### src/hw/rtl/mrb_pkg.sv
// ----------------------------------------------------------------------------
// mrb_pkg
// Shared types and constants of the mailbox register block: address map,
// operation codes, register kinds and the command and result words.
// ----------------------------------------------------------------------------
package mrb_pkg;

	// block size
	localparam int NumChannels     = 4;
	localparam int WordsPerChannel = 8;
	localparam int RemoteLines     = 3;
	localparam int ChanWindowBytes = 4096;
	localparam int Remote0RegBase  = 16384;

	// derived widths
	localparam int ChanW = (NumChannels > 1) ? $clog2(NumChannels) : 1;
	localparam int RegW  = $clog2(ChanWindowBytes);
	localparam int IdxW  = (WordsPerChannel > 1) ? $clog2(WordsPerChannel) : 1;
	localparam int LineW = RemoteLines;
	localparam int GenW  = 8;

	// window geometry
	localparam logic [16:0] LocalLimit  = 17'(NumChannels * ChanWindowBytes);
	localparam logic [16:0] WindowSpan  = 17'(ChanWindowBytes);
	localparam logic [15:0] Remote0Base = 16'(Remote0RegBase);

	// register offsets inside a channel window
	localparam logic [RegW-1:0] OfsStatus    = RegW'(32'h000);
	localparam logic [RegW-1:0] OfsClear     = RegW'(32'h004);
	localparam logic [RegW-1:0] OfsMask      = RegW'(32'h00c);
	localparam logic [RegW-1:0] OfsGenerate  = RegW'(32'h010);
	localparam logic [RegW-1:0] OfsInfoFirst = RegW'(32'h014);
	localparam logic [RegW-1:0] OfsInfoLast  = RegW'(32'h014 + 4 * (WordsPerChannel - 1));

	typedef enum logic [1:0] {
		OP_READ  = 2'd0,
		OP_WRITE = 2'd1,
		OP_EVENT = 2'd2,
		OP_NONE  = 2'd3
	} op_t;

	typedef enum logic [2:0] {
		REG_NONE,
		REG_STATUS,
		REG_CLEAR,
		REG_MASK,
		REG_GENERATE,
		REG_INFO
	} reg_kind_t;

	// decoded access, handed from the address decoder to the register file
	typedef struct packed {
		reg_kind_t            kind;
		logic [ChanW-1:0]     chan;
		logic [IdxW-1:0]      idx;
	} dec_t;

	typedef struct packed {
		logic [1:0]  op;
		logic [1:0]  window;
		logic [15:0] byte_offset;
		logic [31:0] write_data;
		logic [1:0]  event_line;
		logic        event_level;
	} cmd_t;

	typedef struct packed {
		logic [31:0] read_data;
		logic        irq_level;
		logic        access_error;
	} result_t;

endpackage

### src/hw/rtl/mrb_decode.sv
// ----------------------------------------------------------------------------
// mrb_decode
// Address decoder: window and byte offset to channel, register kind and
// info word index.
// ----------------------------------------------------------------------------
module mrb_decode (
	input  logic [1:0]    window,
	input  logic [15:0]   byte_offset,
	output mrb_pkg::dec_t dec
);

	logic                     hit;
	logic [15:0]              base;
	logic [15:0]              rel;
	logic [mrb_pkg::RegW-1:0] reg_ofs;
	logic [mrb_pkg::RegW-1:0] info_rel;

	always_comb begin
		base = (window == 2'd1) ? mrb_pkg::Remote0Base : 16'd0;
		rel  = byte_offset - base;
		if (window == 2'd0) begin
			// local window: channel windows back to back
			hit      = {1'b0, byte_offset} < mrb_pkg::LocalLimit;
			dec.chan = mrb_pkg::ChanW'(byte_offset >> mrb_pkg::RegW);
			reg_ofs  = byte_offset[mrb_pkg::RegW-1:0];
		end else begin
			hit = (32'(window) < mrb_pkg::NumChannels) && (byte_offset >= base) &&
				({1'b0, byte_offset} < ({1'b0, base} + mrb_pkg::WindowSpan));
			dec.chan = mrb_pkg::ChanW'(window);
			reg_ofs  = rel[mrb_pkg::RegW-1:0];
		end

		info_rel = reg_ofs - mrb_pkg::OfsInfoFirst;
		dec.idx  = mrb_pkg::IdxW'(info_rel >> 2);

		if (!hit)
			dec.kind = mrb_pkg::REG_NONE;
		else if (reg_ofs == mrb_pkg::OfsStatus)
			dec.kind = mrb_pkg::REG_STATUS;
		else if (reg_ofs == mrb_pkg::OfsClear)
			dec.kind = mrb_pkg::REG_CLEAR;
		else if (reg_ofs == mrb_pkg::OfsMask)
			dec.kind = mrb_pkg::REG_MASK;
		else if (reg_ofs == mrb_pkg::OfsGenerate)
			dec.kind = mrb_pkg::REG_GENERATE;
		else if (reg_ofs >= mrb_pkg::OfsInfoFirst && reg_ofs <= mrb_pkg::OfsInfoLast)
			dec.kind = mrb_pkg::REG_INFO;
		else
			dec.kind = mrb_pkg::REG_NONE;
	end

endmodule

### src/hw/rtl/mrb_regs.sv
// ----------------------------------------------------------------------------
// mrb_regs
// Register file: info words, generate registers, event status and mask.
// Applies one decoded word per cycle and forms its result.
// ----------------------------------------------------------------------------
module mrb_regs (
	input  logic            clk,
	input  logic            arst_n,
	input  logic            valid,
	input  mrb_pkg::cmd_t   cmd,
	input  mrb_pkg::dec_t   dec,
	output mrb_pkg::result_t res
);

	logic [31:0]               info_q [mrb_pkg::NumChannels][mrb_pkg::WordsPerChannel];
	logic [mrb_pkg::GenW-1:0]  gen_q  [mrb_pkg::NumChannels];
	logic [mrb_pkg::LineW-1:0] status_q;
	logic [mrb_pkg::LineW-1:0] mask_q;
	logic [mrb_pkg::LineW-1:0] status_d;
	logic [mrb_pkg::LineW-1:0] mask_d;

	logic is_rd;
	logic is_wr;
	logic is_ev;
	logic chan0;

	always_comb begin
		is_rd = valid && (cmd.op == mrb_pkg::OP_READ);
		is_wr = valid && (cmd.op == mrb_pkg::OP_WRITE);
		is_ev = valid && (cmd.op == mrb_pkg::OP_EVENT);
		chan0 = (dec.chan == '0);

		status_d = status_q;
		mask_d   = mask_q;
		for (int i = 0; i < mrb_pkg::LineW; i++) begin
			if (is_ev && cmd.event_level && (32'(cmd.event_line) == i))
				status_d[i] = 1'b1;
		end
		if (is_wr && chan0 && dec.kind == mrb_pkg::REG_CLEAR)
			status_d = status_q & ~cmd.write_data[mrb_pkg::LineW-1:0];
		if (is_wr && chan0 && dec.kind == mrb_pkg::REG_MASK)
			mask_d = cmd.write_data[mrb_pkg::LineW-1:0];

		res.read_data = 32'd0;
		if (is_rd) begin
			case (dec.kind)
				mrb_pkg::REG_STATUS:   res.read_data = chan0 ? 32'(status_q) : 32'd0;
				mrb_pkg::REG_MASK:     res.read_data = chan0 ? 32'(mask_q) : 32'd0;
				mrb_pkg::REG_GENERATE: res.read_data = 32'(gen_q[dec.chan]);
				mrb_pkg::REG_INFO:     res.read_data = info_q[dec.chan][dec.idx];
				default:               res.read_data = 32'd0;
			endcase
		end

		res.access_error = (is_rd || is_wr) && ((dec.kind == mrb_pkg::REG_NONE) ||
			(is_wr && dec.kind == mrb_pkg::REG_STATUS));
		res.irq_level    = |(status_d & mask_d);
	end

	always_ff @(posedge clk or negedge arst_n) begin
		if (!arst_n) begin
			status_q <= '0;
			mask_q   <= '0;
			for (int c = 0; c < mrb_pkg::NumChannels; c++) begin
				gen_q[c] <= '0;
				for (int w = 0; w < mrb_pkg::WordsPerChannel; w++)
					info_q[c][w] <= '0;
			end
		end else begin
			status_q <= status_d;
			mask_q   <= mask_d;
			if (is_wr && dec.kind == mrb_pkg::REG_GENERATE)
				gen_q[dec.chan] <= cmd.write_data[mrb_pkg::GenW-1:0];
			if (is_wr && dec.kind == mrb_pkg::REG_INFO)
				info_q[dec.chan][dec.idx] <= cmd.write_data;
		end
	end

endmodule

### src/hw/rtl/mailbox_register_block.sv
// ----------------------------------------------------------------------------
// mailbox_register_block
// Interprocessor mailbox: per-channel generate register and info words,
// remote event status with write-one-to-clear and mask, level interrupt.
// ----------------------------------------------------------------------------
//
//  channel   | signals                  | handshake
//  ----------+--------------------------+-------------------------------------
//  command   | start, busy, cmd         | word taken when start && !busy
//  result    | done, result             | one-cycle strobe, cannot be held off
//
//  one word per cycle; every command word gives exactly one result word
//  the result strobe comes out of the result register after the command is taken
//  (input register, then decode + register update into the result register)
//  busy is always low: the register file never holds off a word
//  asynchronous reset clears info words, generate registers, status, mask and pipeline valids
//  the receiver has no stall; results simply stream out behind the commands
//
module mailbox_register_block (
	input  logic             clk,
	input  logic             arst_n,
	input  logic             start,
	output logic             busy,
	input  mrb_pkg::cmd_t    cmd,
	output logic             done,
	output mrb_pkg::result_t result
);

	// input register
	logic             valid_s1;
	mrb_pkg::cmd_t    cmd_s1;

	// result register
	logic             done_s2;
	mrb_pkg::result_t result_s2;

	mrb_pkg::dec_t    dec;
	mrb_pkg::result_t res;

	// never stalls: a new word may enter every cycle
	assign busy = 1'b0;

	always_ff @(posedge clk or negedge arst_n) begin
		if (!arst_n) begin
			valid_s1 <= 1'b0;
			done_s2  <= 1'b0;
		end else begin
			valid_s1 <= start && !busy;
			done_s2  <= valid_s1;
		end
	end

	// payload, no reset needed
	always_ff @(posedge clk) begin
		if (start && !busy)
			cmd_s1 <= cmd;
		if (valid_s1)
			result_s2 <= res;
	end

	// window / offset decode of the registered command
	mrb_decode u_decode (
		.window      (cmd_s1.window),
		.byte_offset (cmd_s1.byte_offset),
		.dec         (dec)
	);

	// register file: state updates at the end of stage one, so the next word
	// in the input register already sees them
	mrb_regs u_regs (
		.clk    (clk),
		.arst_n (arst_n),
		.valid  (valid_s1),
		.cmd    (cmd_s1),
		.dec    (dec),
		.res    (res)
	);

	assign done   = done_s2;
	assign result = result_s2;

endmodule
### config.mk
export PLATFORM = sky130hd
export DESIGN_NAME = mailbox_register_block
export DESIGN_NICKNAME = d
export VERILOG_FILES = /design/src/hw/rtl/mrb_pkg.sv /design/src/hw/rtl/mrb_decode.sv /design/src/hw/rtl/mrb_regs.sv /design/src/hw/rtl/mailbox_register_block.sv
export SDC_FILE = /design/constraint.sdc
export NUM_CORES = 2
export LEC_CHECK = 0
export BUFFER_PORTS_ARGS = -buffer_cell sky130_fd_sc_hd__buf_2
export CAP_MARGIN = 5
export CORE_AREA = 8 8 482 437
export DETAILED_ROUTE_END_ITERATION = 12
export DIE_AREA = 0 0 490 445
export PLACE_DENSITY_LB_ADDON = 0.2
export SLEW_MARGIN = 20
export SYNTH_ARGS = -nofsm -noshare
export SYNTH_HDL_FRONTEND = slang
export SYNTH_SLANG_ARGS = --single-unit
### constraint.sdc
create_clock -name clk -period 2.9 [get_ports clk]
set_input_delay 0 -clock clk [delete_from_list [all_inputs] [get_ports clk]]
set_output_delay 0 -clock clk [all_outputs]
set_load 0.005 [all_outputs]
Yosys cells after proc, flatten, opt, wreduce, memory -nomap -nowiden

Cells that the tools add are included.

Output and inout port bits: 36
Input bits: 58
Register bits: 1153
Word-level logic and storage cells: 141

$add $sub $neg: 3
Bitwise operators: 5
Order comparisons: 9
Mux-type cells: 35
Reductions and logical operators: 27
Equality and inequality tests: 13

Operator list:

| operator                                             | count |
|---|---|
| bitwise mux 1024 bit                                 | 1 |
| 2-to-1 mux 256 bit                                   | 3 |
| binary-select mux 256 bit (select 2 bit)             | 1 |
| demux 256 bit (select 2 bit)                         | 1 |
| case mux 32 bit (4 select lines)                     | 1 |
| binary-select mux 32 bit (select 3 bit)              | 1 |
| demux 32 bit (select 3 bit)                          | 1 |
| 2-to-1 mux 32 bit                                    | 3 |
| bitwise mux 32 bit                                   | 1 |
| 2-to-1 mux 3 bit                                     | 10 |
| 2-to-1 mux 8 bit                                     | 3 |
| logical AND 1 bit                                    | 18 |
| < comparator 16 x 17 -> 1 bit                        | 1 |
| adder 15 x 13 -> 16 bit, second input constant       | 1 |
| binary-select mux 8 bit (select 2 bit)               | 1 |
| demux 8 bit (select 2 bit)                           | 1 |
| >= comparator 16 x 15 -> 1 bit                       | 1 |
| < comparator 16 x 15 -> 1 bit, second input constant | 1 |
| 2-to-1 mux 15 bit                                    | 1 |
| equality test 12 x 3 -> 1 bit, second input constant | 1 |
| equality test 12 x 4 -> 1 bit, second input constant | 1 |
| equality test 12 x 5 -> 1 bit, second input constant | 1 |
| >= comparator 12 x 5 -> 1 bit, second input constant | 1 |
| <= comparator 12 x 6 -> 1 bit, second input constant | 1 |
| other kinds (23)                                     | 36 |

Longest topological paths before layout

Depth after elaboration: 17
Depth in mapped cells: 12
Mapped depth without buffers: 10

By module

A second synthesis with hierarchy kept.

Cells, all modules: 3242
Area total of the unflattened synthesis: 51249.2 um^2

Modules (own cells, without submodules):

| module                 | cells each | seq. area each (um^2) | area each (um^2) | instances |
|---|---|---|---|---|
| mrb_regs               | 3105       | 26575.5               | 48197.5          | 1 |
| mailbox_register_block | 93         | 2722.6                | 2733.9           | 1 |
| mrb_decode             | 44         | 0.0                   | 317.8            | 1 |

Worst setup path before layout

Ideal clock, no wire load.

Path kind: register to register
Start point: register cmd_s1[37] (netlist bit)
End point: register u_regs.info_q[1000] (netlist bit)
Library setup time: 125 ps
Arrival time: 3135 ps
Clock period less this slack: 3259 ps
Cell stages (with the launch flop): 11
Path slack: -359 ps
Data required time: 2775 ps
Buffers on the path: 2
Cells stage by stage: edfxtp_1 clkbuf_1 inv_1 ha_1 or3b_2 o211a_1 a31oi_2 nand4_4 nor2_4 buf_6 mux2_2

Cells in the longest elaborated chain, start to end: 12
Elaborated cells between the ends (all ways): 32
Classes of those cells: 2 x add/sub; 7 x order compare; 4 x eq/ne; 13 x mux; 1 x bitwise; 5 x reduce/logical

RTL lines:

| element                                                    | RTL line                     | source |
|---|---|---|
| start: declaration                                         | mailbox_register_block.sv:31 | `mrb_pkg::cmd_t cmd_s1;` |
| start signal: assignment                                   | mailbox_register_block.sv:56 | `cmd_s1 <= cmd;` |
| branches (longest 12 deep; another with subtractor 12 bit) | -                            |  |
| end signal: indexed assignment                             | mrb_regs.sv:75               | `info_q[dec.chan][dec.idx] <= cmd.write_data;` |
| end: declaration                                           | mrb_regs.sv:15               | `logic [31:0] info_q [mrb_pkg::NumChannels][mrb_pkg::WordsPerChannel];` |

Several ways; the timed one is not identified.
A chain may end at the register's enable or synchronous reset.

Final worst setup path

Start point: register cmd_s1[51] (netlist bit)
End point: register result_s2 (netlist bit result[3]), data pin

Cells in the longest elaborated chain, start to end: 12
Elaborated cells between the ends (all ways): 43
Classes of those cells: 2 x add/sub; 4 x order compare; 8 x eq/ne; 22 x mux; 2 x bitwise; 5 x reduce/logical

RTL lines:

| element                                                                | RTL line                     | source |
|---|---|---|
| branches (longest 11 deep; another with < comparator 16 x 17 -> 1 bit) | -                            |  |
| case mux 32 bit (4 select lines) (*)                                   | mrb_regs.sv:46               | `case (dec.kind)` |
| end signal: assignment                                                 | mailbox_register_block.sv:58 | `result_s2 <= res;` |
| end: declaration                                                       | mailbox_register_block.sv:35 | `mrb_pkg::result_t result_s2;` |

Mark *: on every way between the ends. The select of a mux whose other input is x is not followed.

==> results.toml <==
[status]
status = "finished with violations"
violations = "setup timing"

[cts]
insertion_delay_ns = 0.79
cts_sinks = 1153
htree_num_levels = 4
tritoncts = "done"
cts_buffer_depth = 3
clkTransAtPathRegs_ns = 0.06
cts_root_buf = "clkbuf_16"
cts-buffers-inserted = 140

[logic_synthesis]
synth_cells = 3733
yosysUniqueCellTypes = 73
synth-async-reset-ratio_pct = 92.3
syn_avg_cell_area_sq_um = 13.4
synth_fp_nets = 3797
netlist_area_sq_um = 50200
ys_seq_area_share_pct = 58.4
synth_edf_count = 89
yosys_warnings = 0
ys_ff_latch = 1153
ys.flop_type = "dfrtp_1"

[pwr]
total_power_mw = 38.0
ir_drop_mv = 0.644
power.density_nw_per_um2 = 582
p_leak_nw = 30.2

[floorplan]
die-area_sq_um = 218000
die_h_um = 445
rows = 157
initial_utilization_pct = 24.8
die_w_um = 490
fp.coreArea_sq_um = 202000
ioPinCount = 94

[global_routing]
antenna_found_initial = 5
gr-total-overflow = 0
grt_max_degree = 117
grt_use_total_pct = 16.2
grt_pass1_wl_um = 267000
grt_pass1_vias = 36436

[cells_and_area]
final_cell_mix = "dfrtp_1, mux2_2, o22ai_1, buf_4, o21ai_0"
final_util_pct = 32.4
mostFrequentLayoutCell = "dfrtp_1"
drive_above_1_share_pct = 45.1
syn2layout_area_growth_pct = 30.3
final_cell_area_sq_um = 65400
final_nets = 4275
instances_no_fill = 7027

[timing]
finalCritPeriodShare_pct = 105
min_period_ns = 3.04
hold_ws_ns = 0.0572
hold_violations = 0
fin_tns_setup_ns = -3.36
max_freq_ghz = 0.329
setup_ws_ns = -0.135
worst_pin_slew_ns = 1.08
clock_skew_ns = 0.0237
relSlewSlack_pct = 28.1
setup_viol_count_final = 114
drv_slew = 0
rsz0062_at_grt = "yes"

[route]
dr.pass1.iters = 5
antenna_left = 0
wl_um = 185000
vias = 34458
via_per_inst = 4.90
wl_per_cell_um = 26.3
drt_iter0_markers = 2291
drc = 0

[placed_design]
place_worst_setup_slack_ns = -0.354
port_buffers = 92
placed_cell_area_sq_um = 57500
dp.cells = 6579
dp_hpwl_um = 113000
place_congestion = 0.805

[setup_path]
end_kind = "flop"
crit_type = "flop to flop"
worstPathRequired_ns = 3.42
rrSetupSlack_ns = -0.14
path_max_fanout = 4
start_kind = "flop"
critical_path_arrival_ns = 3.55

[run]
cap_violations = 0

[hold_path]
hold_class = "primary input to flop"
-- cells in the mapped netlist, types with 3 or more instances --
library cell	n	area share, %
dfrtp_1	1064	53
mux2_2	992	22
o22ai_1	501	6.2
o21ai_0	233	2.3
clkbuf_1	202	1.5
edfxtp_1	89	5.3
buf_4	73	1.1
mux2_1	72	1.6
nand4_1	65	0.81
buf_1	37	0.28
nor2_1	36	0.27
nor3_1	36	0.36
nand2_1	29	0.22
and2_1	28	0.35
buf_6	24	0.54
clkbuf_2	24	0.24
buf_2	22	0.22
a22oi_1	21	0.31
mux2i_1	18	0.36
nand3_1	17	0.17
a22o_1	14	0.24
a221oi_1	13	0.23
a21oi_1	9	0.090
nor2_4	9	0.20
nand2b_1	8	0.10
and3_1	7	0.087
nor4_1	7	0.087
ha_1	6	0.15
nor2b_1	6	0.075
o2111ai_1	5	0.087
inv_1	4	0.030
o211ai_1	4	0.060
o32ai_1	4	0.070
nor4_2	3	0.075
o21bai_1	3	0.045
o221ai_1	3	0.052
-- repair_timing --
item / in CTS / in global routing
hold buffers: 112 / 0
pin swaps: 31 / 14
endpoints found under the setup margin: 1028 / 1068
hold endpoints to repair: 1161 / 0
gates resized for setup: 144 / 125
cloned: 7 / 12
buffers inserted: 35 / 18
-- final timing paths --
| kind | from | depth (start not counted) | to |
|---|---|---|---|
| max | cmd_s1[51]$_DFFE_PP_ | 11 | result[3]$_SDFFCE_PN0P_ |
| min | cmd[34] | 2 | cmd_s1[34]$_DFFE_PP_ |
| max reg2reg | cmd_s1[51]$_DFFE_PP_ | 11 | result[3]$_SDFFCE_PN0P_ |
| min reg2reg | u_regs.info_q[28]$_DFFE_PN0P_ | 1 | u_regs.info_q[28]$_DFFE_PN0P_ |
| max in group asynchronous | arst_n | 3 | u_regs.info_q[254]$_DFFE_PN0P_ |
| min in group asynchronous | arst_n | 3 | u_regs.status_q[1]$_DFF_PN0_ |
-- layer usage --
| metal | GRT usage [%] | wire [um] |
|---|---|---|
| met1 | 22.7 | 86000 |
| met2 | 26.4 | 86900 |
| met4 | 4.57 | 4800 |
| met3 | 2.13 | 7240 |
| met5 | 0 | 0 |
-- sequential cells by signal (all words and copies together), names as in the netlist --
register,count
u_regs.gen_q,32
u_regs.status_q,3
valid_s1,1
cmd_s1,55
result,34
u_regs.mask_q,3
u_regs.info_q,1024
done,1
-- critical path, stage by stage, from the launching register on --
cell,delay (ns)
edfxtp_1,0.45
buf_6,0.15
buf_6,0.11
or2_4,0.27
or3_2,0.60
buf_4,0.20
o22ai_1,0.26
a222oi_1,0.14
o311ai_0,0.16
nor4_2,0.11
buf_4,0.15
o21a_1,0.18
-- power by group --
| group | internal, mW | leakage [nW] | switching, mW | total, mW |
|---|---|---|---|---|
| sequential | 16.4 | 15.7 | 0.247 | 16.6 |
| combinational | 1.48 | 12.2 | 2.35 | 3.83 |
| clock | 10.3 | 2.27 | 7.23 | 17.6 |
-- logic make-up (layout without fill, tap and decap cells) --
logic type               Yosys count  in the layout  synth area share, %
flip-flops                      1153           1153                 58.4
multiplexers                    1082           1082                 24.2
AO/OA/AOI/OAI                    834            834                 10.2
buffers and inverters            386            973                 3.91
AND/OR/NAND/NOR                  269            270                 3.12
adder cells (fa/ha/maj)            6              6                0.150
XOR/XNOR                           2              2               0.0349
other                              1              4              0.00747
-- cell type report --
class	instances	area [sq um]
clock buffer	212	4180
sequential	1153	29300
antenna	3	7.51
multi-input combinational	2195	20000
inverter	4	20.0
fill	20096	137000
timing repair buffer	717	8080
clock inverter	40	437
tap	2703	3380
Power figures use the tool's default switching activity.
